===== config.mk =====
export PLATFORM = sky130hd
export DESIGN_NAME = inductor_line_steering_pd_flat
export DESIGN_NICKNAME = d
export VERILOG_FILES = /design/src/sv/ilspd_pkg.sv /design/src/sv/ilspd_if.sv /design/src/sv/inductor_line_steering_pd.sv /design/src/flat_wrapper.sv
export SDC_FILE = /design/constraint.sdc
export NUM_CORES = 2
export LEC_CHECK = 0
export BUFFER_PORTS_ARGS = -buffer_cell sky130_fd_sc_hd__buf_2
export CAP_MARGIN = 20
export CORE_AREA = 2 2 291 293
export DETAILED_ROUTE_END_ITERATION = 7
export DIE_AREA = 0 0 293 295
export PLACE_DENSITY = 0.82
export SLEW_MARGIN = 20
export SYNTH_ARGS = -nofsm -noshare
export SYNTH_HDL_FRONTEND = slang
export SYNTH_SLANG_ARGS = --single-unit

===== constraint.sdc =====
create_clock -name clk -period 13.25 [get_ports clk]
set_input_delay 2.65 -clock clk [delete_from_list [all_inputs] [get_ports clk]]
set_output_delay 2.65 -clock clk [all_outputs]
set_load 0.005 [all_outputs]

===== src/sv/ilspd_pkg.sv =====
// Shared types and constants for the inductor line steering PD block.
`default_nettype none
package ilspd_pkg;

  localparam int unsigned FIELD_W   = 16;
  localparam int unsigned ERR_W     = 8;
  localparam int unsigned CFG_IDX_W = 3;
  localparam int unsigned CFG_W     = 16;
  localparam int unsigned BASE_W    = 15;
  // divider dividend width: covers 5*wsum at 16-bit samples and |L-R|*100
  localparam int unsigned DIVD_W    = 23;
  localparam int unsigned DIV_CNT_W = 5;

  localparam logic [CFG_IDX_W-1:0] CFG_LEFT_FS  = 3'd0;
  localparam logic [CFG_IDX_W-1:0] CFG_MID_FS   = 3'd1;
  localparam logic [CFG_IDX_W-1:0] CFG_RIGHT_FS = 3'd2;
  localparam logic [CFG_IDX_W-1:0] CFG_PROP     = 3'd3;
  localparam logic [CFG_IDX_W-1:0] CFG_DERIV    = 3'd4;
  localparam logic [CFG_IDX_W-1:0] CFG_BASE     = 3'd5;

  typedef struct packed {
    logic [FIELD_W-1:0] left_sample;
    logic [FIELD_W-1:0] mid_sample;
    logic [FIELD_W-1:0] right_sample;
  } in_item_t;

  typedef struct packed {
    logic        [FIELD_W-1:0] left_level;
    logic        [FIELD_W-1:0] mid_level;
    logic        [FIELD_W-1:0] right_level;
    logic signed [ERR_W-1:0]   steer_error;
    logic signed [FIELD_W-1:0] steer_drive;
    logic signed [FIELD_W-1:0] motor_front_pair;
    logic signed [FIELD_W-1:0] motor_rear_pair;
    logic                      zero_sum_flag;
  } out_item_t;

  // clamp an 18-bit signed value to the signed 16-bit range
  function automatic logic signed [FIELD_W-1:0] sat16(input logic signed [17:0] v);
    logic signed [FIELD_W-1:0] r;
    if (v > 18'sd32767) begin
      r = 16'sh7FFF;
    end else if (v < -18'sd32768) begin
      r = 16'sh8000;
    end else begin
      r = v[FIELD_W-1:0];
    end
    return r;
  endfunction

endpackage
`default_nettype wire


===== src/sv/ilspd_if.sv =====
// Valid/ready channel interfaces for sample items and result items.
`default_nettype none
interface ilspd_in_if;
  logic                 valid;
  logic                 ready;
  ilspd_pkg::in_item_t  data;
  modport source (output valid, output data, input ready);
  modport sink   (input valid, input data, output ready);
endinterface

interface ilspd_out_if;
  logic                 valid;
  logic                 ready;
  ilspd_pkg::out_item_t data;
  modport source (output valid, output data, input ready);
  modport sink   (input valid, input data, output ready);
endinterface
`default_nettype wire


===== src/sv/inductor_line_steering_pd.sv =====
// Three-channel inductor filter, steering error and PD motor mix on one shared divider.
// Sequence from input accept to out valid: a setup state and a restoring division for each
//   of three levels and the error, then two multiply, one drive and one output state.
//   Each zero full scale or zero level sum skips its division.
// One item at a time: the next item is taken after the result loads; the load waits on out ready.
// Reset (synchronous, rst_n low): clear histories, previous error and control; load config defaults.
`default_nettype none
module inductor_line_steering_pd #(
  parameter int unsigned SAMPLE_BITS = 16
) (
  input  wire                               clk,
  input  wire                               rst_n,
  ilspd_in_if.sink                          in_if,
  ilspd_out_if.source                       out_if,
  input  wire                               cfg_we,
  input  wire [ilspd_pkg::CFG_IDX_W-1:0]    cfg_idx,
  input  wire [ilspd_pkg::CFG_W-1:0]        cfg_data
);

  localparam int unsigned FW    = ilspd_pkg::FIELD_W;
  localparam int unsigned WS_W  = SAMPLE_BITS + 5;
  localparam int unsigned DW    = ilspd_pkg::DIVD_W;
  localparam int unsigned CW    = ilspd_pkg::DIV_CNT_W;
  localparam int unsigned ACC_W = 26;
  localparam logic [1:0]  CH_RIGHT = 2'd2;
  localparam logic [1:0]  CH_ERR   = 2'd3;

  typedef enum logic [2:0] {
    S_IDLE, S_LVL_START, S_ERR_START, S_DIV, S_MUL1, S_MUL2, S_DRV, S_OUT
  } state_t;

  state_t state_r;

  // configuration
  logic        [FW-1:0]                  full_r [3];
  logic signed [FW-1:0]                  prop_gain_r;
  logic signed [FW-1:0]                  deriv_gain_r;
  logic        [ilspd_pkg::BASE_W-1:0]   base_speed_r;

  // per-item state
  logic [SAMPLE_BITS-1:0] hist_r [3][4];
  logic [WS_W-1:0]        wsum_r [3];
  logic [FW-1:0]          lvl_r  [3];
  logic [1:0]             ch_r;
  logic signed [ilspd_pkg::ERR_W-1:0] err_r;
  logic signed [ilspd_pkg::ERR_W-1:0] prev_r;
  logic                   zero_r;
  logic                   neg_r;
  logic signed [ACC_W-1:0] acc_r;
  logic signed [FW-1:0]   drive_r;

  // shared divider
  logic [DW-1:0] dvd_r;
  logic [FW:0]   rem_r;
  logic [FW:0]   dsr_r;
  logic [CW-1:0] cnt_r;

  logic                  out_valid_r;
  ilspd_pkg::out_item_t  out_r;

  // ---------------- combinational helpers ----------------
  logic [SAMPLE_BITS-1:0] cur   [3];
  logic [WS_W-1:0]        wsum_new [3];
  logic [1:0]             ch_idx;
  logic [DW-1:0]          lvl_dvd;
  logic [FW:0]            lvl_sum;
  logic [FW-1:0]          lvl_diff;
  logic [DW-1:0]          err_dvd;
  logic [FW+1:0]          rem_sh;
  logic                   q_bit;
  logic [FW:0]            rem_nxt;
  logic [DW-1:0]          dvd_nxt;
  logic [FW-1:0]          lvl_q;
  logic signed [ilspd_pkg::ERR_W-1:0] err_q;
  logic signed [FW-1:0]   mul_a;
  logic signed [8:0]      mul_b;
  logic signed [24:0]     prod;
  logic signed [ACC_W-1:0] acc_adj;
  logic signed [ACC_W-1:0] acc_div;
  logic signed [FW-1:0]   drive_nxt;
  logic signed [17:0]     base_s;
  logic signed [17:0]     plus_s;
  logic signed [17:0]     minus_s;
  logic signed [FW-1:0]   front_nxt;
  logic signed [FW-1:0]   rear_nxt;

  assign cur[0] = in_if.data.left_sample[SAMPLE_BITS-1:0];
  assign cur[1] = in_if.data.mid_sample[SAMPLE_BITS-1:0];
  assign cur[2] = in_if.data.right_sample[SAMPLE_BITS-1:0];

  always_comb begin
    for (int c = 0; c < 3; c++) begin
      wsum_new[c] = WS_W'(hist_r[c][0]) + WS_W'(hist_r[c][1])
                  + (WS_W'(hist_r[c][2]) << 1) + (WS_W'(hist_r[c][3]) << 1)
                  + (WS_W'(cur[c]) << 4);
    end
  end

  assign ch_idx   = (ch_r == CH_ERR) ? CH_RIGHT : ch_r;
  assign lvl_dvd  = DW'(wsum_r[ch_idx]) + (DW'(wsum_r[ch_idx]) << 2);
  assign lvl_sum  = (FW+1)'(lvl_r[0]) + (FW+1)'(lvl_r[2]);
  assign lvl_diff = (lvl_r[2] > lvl_r[0]) ? lvl_r[2] - lvl_r[0] : lvl_r[0] - lvl_r[2];
  assign err_dvd  = (DW'(lvl_diff) << 6) + (DW'(lvl_diff) << 5) + (DW'(lvl_diff) << 2);

  // one restoring step: one quotient bit per cycle
  assign rem_sh  = {rem_r, dvd_r[DW-1]};
  assign q_bit   = (rem_sh >= {1'b0, dsr_r});
  assign rem_nxt = q_bit ? (FW+1)'(rem_sh - {1'b0, dsr_r}) : rem_sh[FW:0];
  assign dvd_nxt = {dvd_r[DW-2:0], q_bit};

  assign lvl_q = (|dvd_nxt[DW-1:FW]) ? {FW{1'b1}} : dvd_nxt[FW-1:0];
  assign err_q = neg_r ? -$signed({1'b0, dvd_nxt[6:0]}) : $signed({1'b0, dvd_nxt[6:0]});

  // shared multiplier: proportional term, then derivative term
  assign mul_a = (state_r == S_MUL1) ? prop_gain_r : deriv_gain_r;
  assign mul_b = (state_r == S_MUL1) ? 9'(err_r) : 9'(err_r) - 9'(prev_r);
  assign prod  = mul_a * mul_b;

  // divide by 256 truncating toward zero
  assign acc_adj = acc_r + (acc_r[ACC_W-1] ? ACC_W'(255) : ACC_W'(0));
  assign acc_div = acc_adj >>> 8;
  always_comb begin
    if (acc_div > ACC_W'(32767)) begin
      drive_nxt = 16'sh7FFF;
    end else if (acc_div < -ACC_W'(32768)) begin
      drive_nxt = 16'sh8000;
    end else begin
      drive_nxt = acc_div[FW-1:0];
    end
  end

  assign base_s  = $signed({3'b000, base_speed_r});
  assign plus_s  = base_s + 18'(drive_r);
  assign minus_s = base_s - 18'(drive_r);

  always_comb begin
    if (lvl_r[0] < lvl_r[2]) begin
      front_nxt = ilspd_pkg::sat16(plus_s);
      rear_nxt  = ilspd_pkg::sat16(minus_s);
    end else if (lvl_r[0] > lvl_r[2]) begin
      front_nxt = ilspd_pkg::sat16(minus_s);
      rear_nxt  = ilspd_pkg::sat16(plus_s);
    end else begin
      front_nxt = base_s[FW-1:0];
      rear_nxt  = base_s[FW-1:0];
    end
  end

  // ---------------- configuration ----------------
  always_ff @(posedge clk) begin
    if (!rst_n) begin
      full_r[0]    <= 16'hFFFF;
      full_r[1]    <= 16'hFFFF;
      full_r[2]    <= 16'hFFFF;
      prop_gain_r  <= 16'sd256;
      deriv_gain_r <= 16'sd0;
      base_speed_r <= 15'd500;
    end else if (cfg_we) begin
      case (cfg_idx)
        ilspd_pkg::CFG_LEFT_FS:  full_r[0]    <= cfg_data;
        ilspd_pkg::CFG_MID_FS:   full_r[1]    <= cfg_data;
        ilspd_pkg::CFG_RIGHT_FS: full_r[2]    <= cfg_data;
        ilspd_pkg::CFG_PROP:     prop_gain_r  <= $signed(cfg_data);
        ilspd_pkg::CFG_DERIV:    deriv_gain_r <= $signed(cfg_data);
        ilspd_pkg::CFG_BASE:     base_speed_r <= cfg_data[ilspd_pkg::BASE_W-1:0];
        default: ;
      endcase
    end
  end

  // ---------------- sequencer ----------------
  assign in_if.ready  = (state_r == S_IDLE);
  assign out_if.valid = out_valid_r;
  assign out_if.data  = out_r;

  always_ff @(posedge clk) begin
    if (!rst_n) begin
      state_r     <= S_IDLE;
      out_valid_r <= 1'b0;
      prev_r      <= '0;
      ch_r        <= '0;
      cnt_r       <= '0;
      for (int c = 0; c < 3; c++) begin
        for (int i = 0; i < 4; i++) begin
          hist_r[c][i] <= '0;
        end
      end
    end else begin
      // S_OUT reloads the result register itself
      if (out_valid_r && out_if.ready && state_r != S_OUT) begin
        out_valid_r <= 1'b0;
      end
      case (state_r)
        S_IDLE: begin
          if (in_if.valid) begin
            for (int c = 0; c < 3; c++) begin
              wsum_r[c] <= wsum_new[c];
              for (int i = 0; i < 3; i++) begin
                hist_r[c][i] <= hist_r[c][i+1];
              end
              hist_r[c][3] <= cur[c];
            end
            ch_r    <= '0;
            state_r <= S_LVL_START;
          end
        end
        S_LVL_START: begin
          if (full_r[ch_idx] == '0) begin
            // zero full scale: level saturates
            lvl_r[ch_idx] <= {FW{1'b1}};
            ch_r          <= ch_r + 2'd1;
            if (ch_r == CH_RIGHT) begin
              state_r <= S_ERR_START;
            end
          end else begin
            dvd_r   <= lvl_dvd;
            rem_r   <= '0;
            dsr_r   <= {1'b0, full_r[ch_idx]};
            cnt_r   <= '0;
            state_r <= S_DIV;
          end
        end
        S_ERR_START: begin
          ch_r <= CH_ERR;
          if (lvl_sum == '0) begin
            err_r   <= '0;
            zero_r  <= 1'b1;
            state_r <= S_MUL1;
          end else begin
            zero_r  <= 1'b0;
            neg_r   <= (lvl_r[2] > lvl_r[0]);
            dvd_r   <= err_dvd;
            rem_r   <= '0;
            dsr_r   <= lvl_sum;
            cnt_r   <= '0;
            state_r <= S_DIV;
          end
        end
        S_DIV: begin
          dvd_r <= dvd_nxt;
          rem_r <= rem_nxt;
          cnt_r <= cnt_r + CW'(1);
          if (cnt_r == CW'(DW - 1)) begin
            if (ch_r == CH_ERR) begin
              err_r   <= err_q;
              state_r <= S_MUL1;
            end else begin
              lvl_r[ch_idx] <= lvl_q;
              ch_r          <= ch_r + 2'd1;
              state_r       <= (ch_r == CH_RIGHT) ? S_ERR_START : S_LVL_START;
            end
          end
        end
        S_MUL1: begin
          acc_r   <= ACC_W'(prod);
          state_r <= S_MUL2;
        end
        S_MUL2: begin
          acc_r   <= acc_r + ACC_W'(prod);
          state_r <= S_DRV;
        end
        S_DRV: begin
          drive_r <= drive_nxt;
          prev_r  <= err_r;
          state_r <= S_OUT;
        end
        S_OUT: begin
          // hold until the result register is free
          if (!out_valid_r || out_if.ready) begin
            out_r.left_level       <= lvl_r[0];
            out_r.mid_level        <= lvl_r[1];
            out_r.right_level      <= lvl_r[2];
            out_r.steer_error      <= err_r;
            out_r.steer_drive      <= drive_r;
            out_r.motor_front_pair <= front_nxt;
            out_r.motor_rear_pair  <= rear_nxt;
            out_r.zero_sum_flag    <= zero_r;
            out_valid_r            <= 1'b1;
            state_r                <= S_IDLE;
          end
        end
        default: state_r <= S_IDLE;
      endcase
    end
  end

endmodule
`default_nettype wire


===== src/flat_wrapper.sv =====
// flat-port wrapper written by rule: the top's interface ports become plain ports
module inductor_line_steering_pd_flat 
#(
  parameter int unsigned SAMPLE_BITS = 16
)
  (clk, rst_n, cfg_we, cfg_idx, cfg_data, in_if_valid, in_if_data, in_if_ready, out_if_valid, out_if_data, out_if_ready);
  ilspd_in_if in_if_i ();
  ilspd_out_if out_if_i ();
  input  wire clk;
  input  wire rst_n;
  input  wire cfg_we;
  input  wire [ilspd_pkg::CFG_IDX_W-1:0] cfg_idx;
  input  wire [ilspd_pkg::CFG_W-1:0] cfg_data;
  input wire logic [$bits(in_if_i.valid)-1:0] in_if_valid;
  input wire logic [$bits(in_if_i.data)-1:0] in_if_data;
  output wire logic [$bits(in_if_i.ready)-1:0] in_if_ready;
  output wire logic [$bits(out_if_i.valid)-1:0] out_if_valid;
  output wire logic [$bits(out_if_i.data)-1:0] out_if_data;
  input wire logic [$bits(out_if_i.ready)-1:0] out_if_ready;
  assign in_if_i.valid = in_if_valid;
  assign in_if_i.data = in_if_data;
  assign in_if_ready = in_if_i.ready;
  assign out_if_valid = out_if_i.valid;
  assign out_if_data = out_if_i.data;
  assign out_if_i.ready = out_if_ready;
  inductor_line_steering_pd #(.SAMPLE_BITS(SAMPLE_BITS)) u_core (.clk(clk), .rst_n(rst_n), .in_if(in_if_i), .out_if(out_if_i), .cfg_we(cfg_we), .cfg_idx(cfg_idx), .cfg_data(cfg_data));
endmodule

==> metrics.md <==
| Metric | Value |
|---|---|
| TritonCTS buffer count | `71` |
| Share of layout cells above drive strength 1 | `0.0910` |
| Final Slew Violations | `0` |
| Clk sinks | `631` |
| CP max stage cell | `fa_1` |
| Setup CP Type | `flop to flop` |
| Ports | `179` |
| Dpl cell area | `45,800 um^2` |
| Via density per instance | `5.80` |
| Design area | `48,200 um^2` |
| Worst-path fanout max | `17` |
| CTS tree | `built` |
| Synth cell types | `94` |
| Antenna violations before repair | `4` |
| Tightest Pin Transition | `1.10 ns` |
| Largest net degree at the start of global routing | `96` |
| Post-CTS Setup Bufs | `0` |
| Starting DRT DRC Count | `2,895` |
| Worst path max stage delay | `0.56 ns` |
| H-Tree Depth | `3` |
| DR pass1 iterations | `8` |
| Die ar. | `86,400 um^2` |
| Worst skew pair latency | `0.63 ns` |
| FMAX | `108 MHz` |
| Hold Path Class | `flop to flop` |
| Seq/Total Area, Yosys | `0.418` |
| Worst Path Required | `13.60 ns` |
| Starting density of the core | `0.527` |
| Syn Inst Count | `4,206` |
| Area growth, synth to finish | `10.1%` |
| Multi-input gate area | `23,300 um^2` |
| Standard-cell rows | `106` |
| Fillers | `6,801` |
| Total number of yosys warnings | `0` |
| # setup viols final | `0` |
| CTS Hold Bufs | `0` |
| Synth Area per Inst | `10.4 um^2` |
| Sequential standard cell area | `18,300 um^2` |
| Vias in the first global route | `31,800` |
| Post-DP HPWL | `77,500 um` |
| Routed Antenna Nets | `0` |
| Vias post-DR | `31,800` |
| CTS-repair resized insts | `0` |
| Worst Skew | `0.0403 ns` |
| Pwr dens | `141 nW/um^2` |
| Total gr overflow | `0` |
| Outcome | `finished clean` |
| First-pass GRT wire length | `169,000 um` |
| Layout net count | `5,001` |
| CP most frequent cell | `fa_1` |
| CP arrival | `9.65 ns` |
| RSZ-0062 raised after global routing | `no` |
| CP Capture Type | `flop` |
| Post-synth ARST share | `0` |
| Clock-pin transition on the worst setup and hold timing paths | `0.06 ns` |
| Drt drc | `0` |
| GPL Wtd Cong | `0.940` |
| CTS root buf | `clkbuf_16` |
| WL/cell | `19.1 um` |
| Die width | `293 um` |
| Cell leakage power | `20.8 nW` |
| Setup TNS | `0 ns` |
| Fin. Hold Viols | `0` |
| Die height | `295 um` |
| Final hold slack | `0.419 ns` |
| Area of the core | `83,200 um^2` |
| Synth Register Bits | `631` |
| Max clock buf depth | `3` |
| Period minus WS final | `9.30 ns` |
| Final WL | `105,000 um` |
| Max Cap Violations | `0` |
| Number of synthesized flops with an enable pin | `565` |
| I/O Buffers | `178` |
| Worst slew margin relative to its limit | `0.248` |
| Syn nets | `4,854` |
| Top FF cell, synth | `edfxtp_1` |
| Mapped Area | `43,800 um^2` |
| Maximum vdd drop | `0.139 mV` |
| Critical Path Source Type | `flop` |
| Crit share post-route | `0.702` |
| GRT Util Overall | `0.244` |
## where the power goes
part	internal [W]	switching, W
clock network	0.00115	0.000852
registers	0.00245	0.0000672
logic	0.000935	0.00134
total	0.00454	0.00226
## critical path: cells and delay by family, from the launching register on
kind,cells,cell delay [ns]
fa+ha+maj,9,3.68
buf+inv,5,0.49
compound gates,15,2.76
xor+xnor,1,0.17
flops,1,0.43
simple gates,8,1.50
## cell usage in the layout (no fill, tap or decap), types with 122 or more instances in the layout
cell      count
edfxtp_1    565
inv_1       460
nand2_1     353
ha_1        341
nor2_1      288
a21oi_1     260
fa_1        234
buf_2       178
o21ai_0     171
xnor2_1     158
nor3_1      148
and2_1      122
## path summary, 6_finish.rpt
check | cells past startpoint | slack [ns] | from | to
worst max register to register | 38 | 3.95 | u_core.err_r[0]$_SDFFCE_PN0P_ | u_core.acc_r[24]$_DFFE_PP_
worst min-delay path | 0 | 0.42 | u_core.lvl_r[1][5]$_DFFE_PP_ | u_core.out_if.data[78]$_DFFE_PP_
worst max-delay path | 38 | 3.95 | u_core.err_r[0]$_SDFFCE_PN0P_ | u_core.acc_r[24]$_DFFE_PP_
worst min register to register | 0 | 0.42 | u_core.lvl_r[1][5]$_DFFE_PP_ | u_core.out_if.data[78]$_DFFE_PP_
## cells in the mapped netlist, types with 29 or more instances
master | instances | share of area
o21bai_1 | 40 | 0.0069
edfxtp_1 | 565 | 0.39
xor2_1 | 72 | 0.014
and2_1 | 123 | 0.018
nand2_1 | 356 | 0.031
ha_1 | 342 | 0.098
nor2_1 | 295 | 0.025
fa_1 | 234 | 0.11
dfxtp_1 | 66 | 0.030
nand2b_1 | 70 | 0.010
mux2i_1 | 93 | 0.021
or2_2 | 31 | 0.0044
nor3_1 | 148 | 0.017
a21o_1 | 83 | 0.014
o21ai_0 | 171 | 0.020
clkbuf_1 | 121 | 0.010
nand3_1 | 57 | 0.0065
and3_1 | 29 | 0.0041
a21oi_1 | 260 | 0.030
nor2b_1 | 38 | 0.0054
inv_1 | 460 | 0.039
a211oi_1 | 32 | 0.0055
xnor2_1 | 158 | 0.032
## routing by layer
metal | share of wire | vias to the layer above | global-route usage
li1 | - | 15000 | -
met1 | 0.42 | 15500 | 0.324
met2 | 0.48 | 1126 | 0.409
met3 | 0.067 | 212 | 0.0338
met4 | 0.039 | 0 | 0.0938
met5 | 0 | - | 0
## final cells by class
| type | instances | area share |
|---|---|---|
| multi-input cells | 2973 | 0.484 |
| inverters | 465 | 0.0363 |
| well taps | 1080 | 0.0280 |
| diodes | 2 | 0.000104 |
| flip-flops and latches | 631 | 0.379 |
| clock inverters | 41 | 0.00836 |
| repair buffers | 211 | 0.0240 |
| clock buffers | 85 | 0.0401 |
## state kept, by name, summed over array words and instances (netlist names), 5 cells and up
register and cells:
u_core.drive_r 16, u_core.full_r 48, u_core.err_r 8, u_core.base_speed_r 15, u_core.rem_r 17, u_core.dsr_r 17, u_core.deriv_gain_r 16, u_core.lvl_r 48
u_core.hist_r 192, u_core.dvd_r 23, u_core.cnt_r 5, u_core.prev_r 8, u_core.acc_r 26, u_core.wsum_r 63, u_core.prop_gain_r 16, u_core.out_if.data 105
## logic make-up after synthesis
group | share of synthesized area
XOR/XNOR | 0.0464
flip-flops | 0.418
buffers and inverters | 0.0521
AND/OR/NAND/NOR | 0.136
adder cells (fa/ha/maj) | 0.205
multiplexers | 0.0225
AO/OA/AOI/OAI | 0.120
## per-stage QoR
stage	setup slack (ns)	std cells	power [W]	utilization
after floorplan	4.73	4206	0.00425	-
after global placement	4.16	5359	0.00469	0.551
after detailed placement	4.00	5359	0.00479	0.551
after CTS	3.98	5485	0.00680	0.579
after global routing	3.28	5487	0.00718	0.580
final	3.95	5488	0.00680	0.580
No activity file was read; power rests on OpenSTA's default activity.
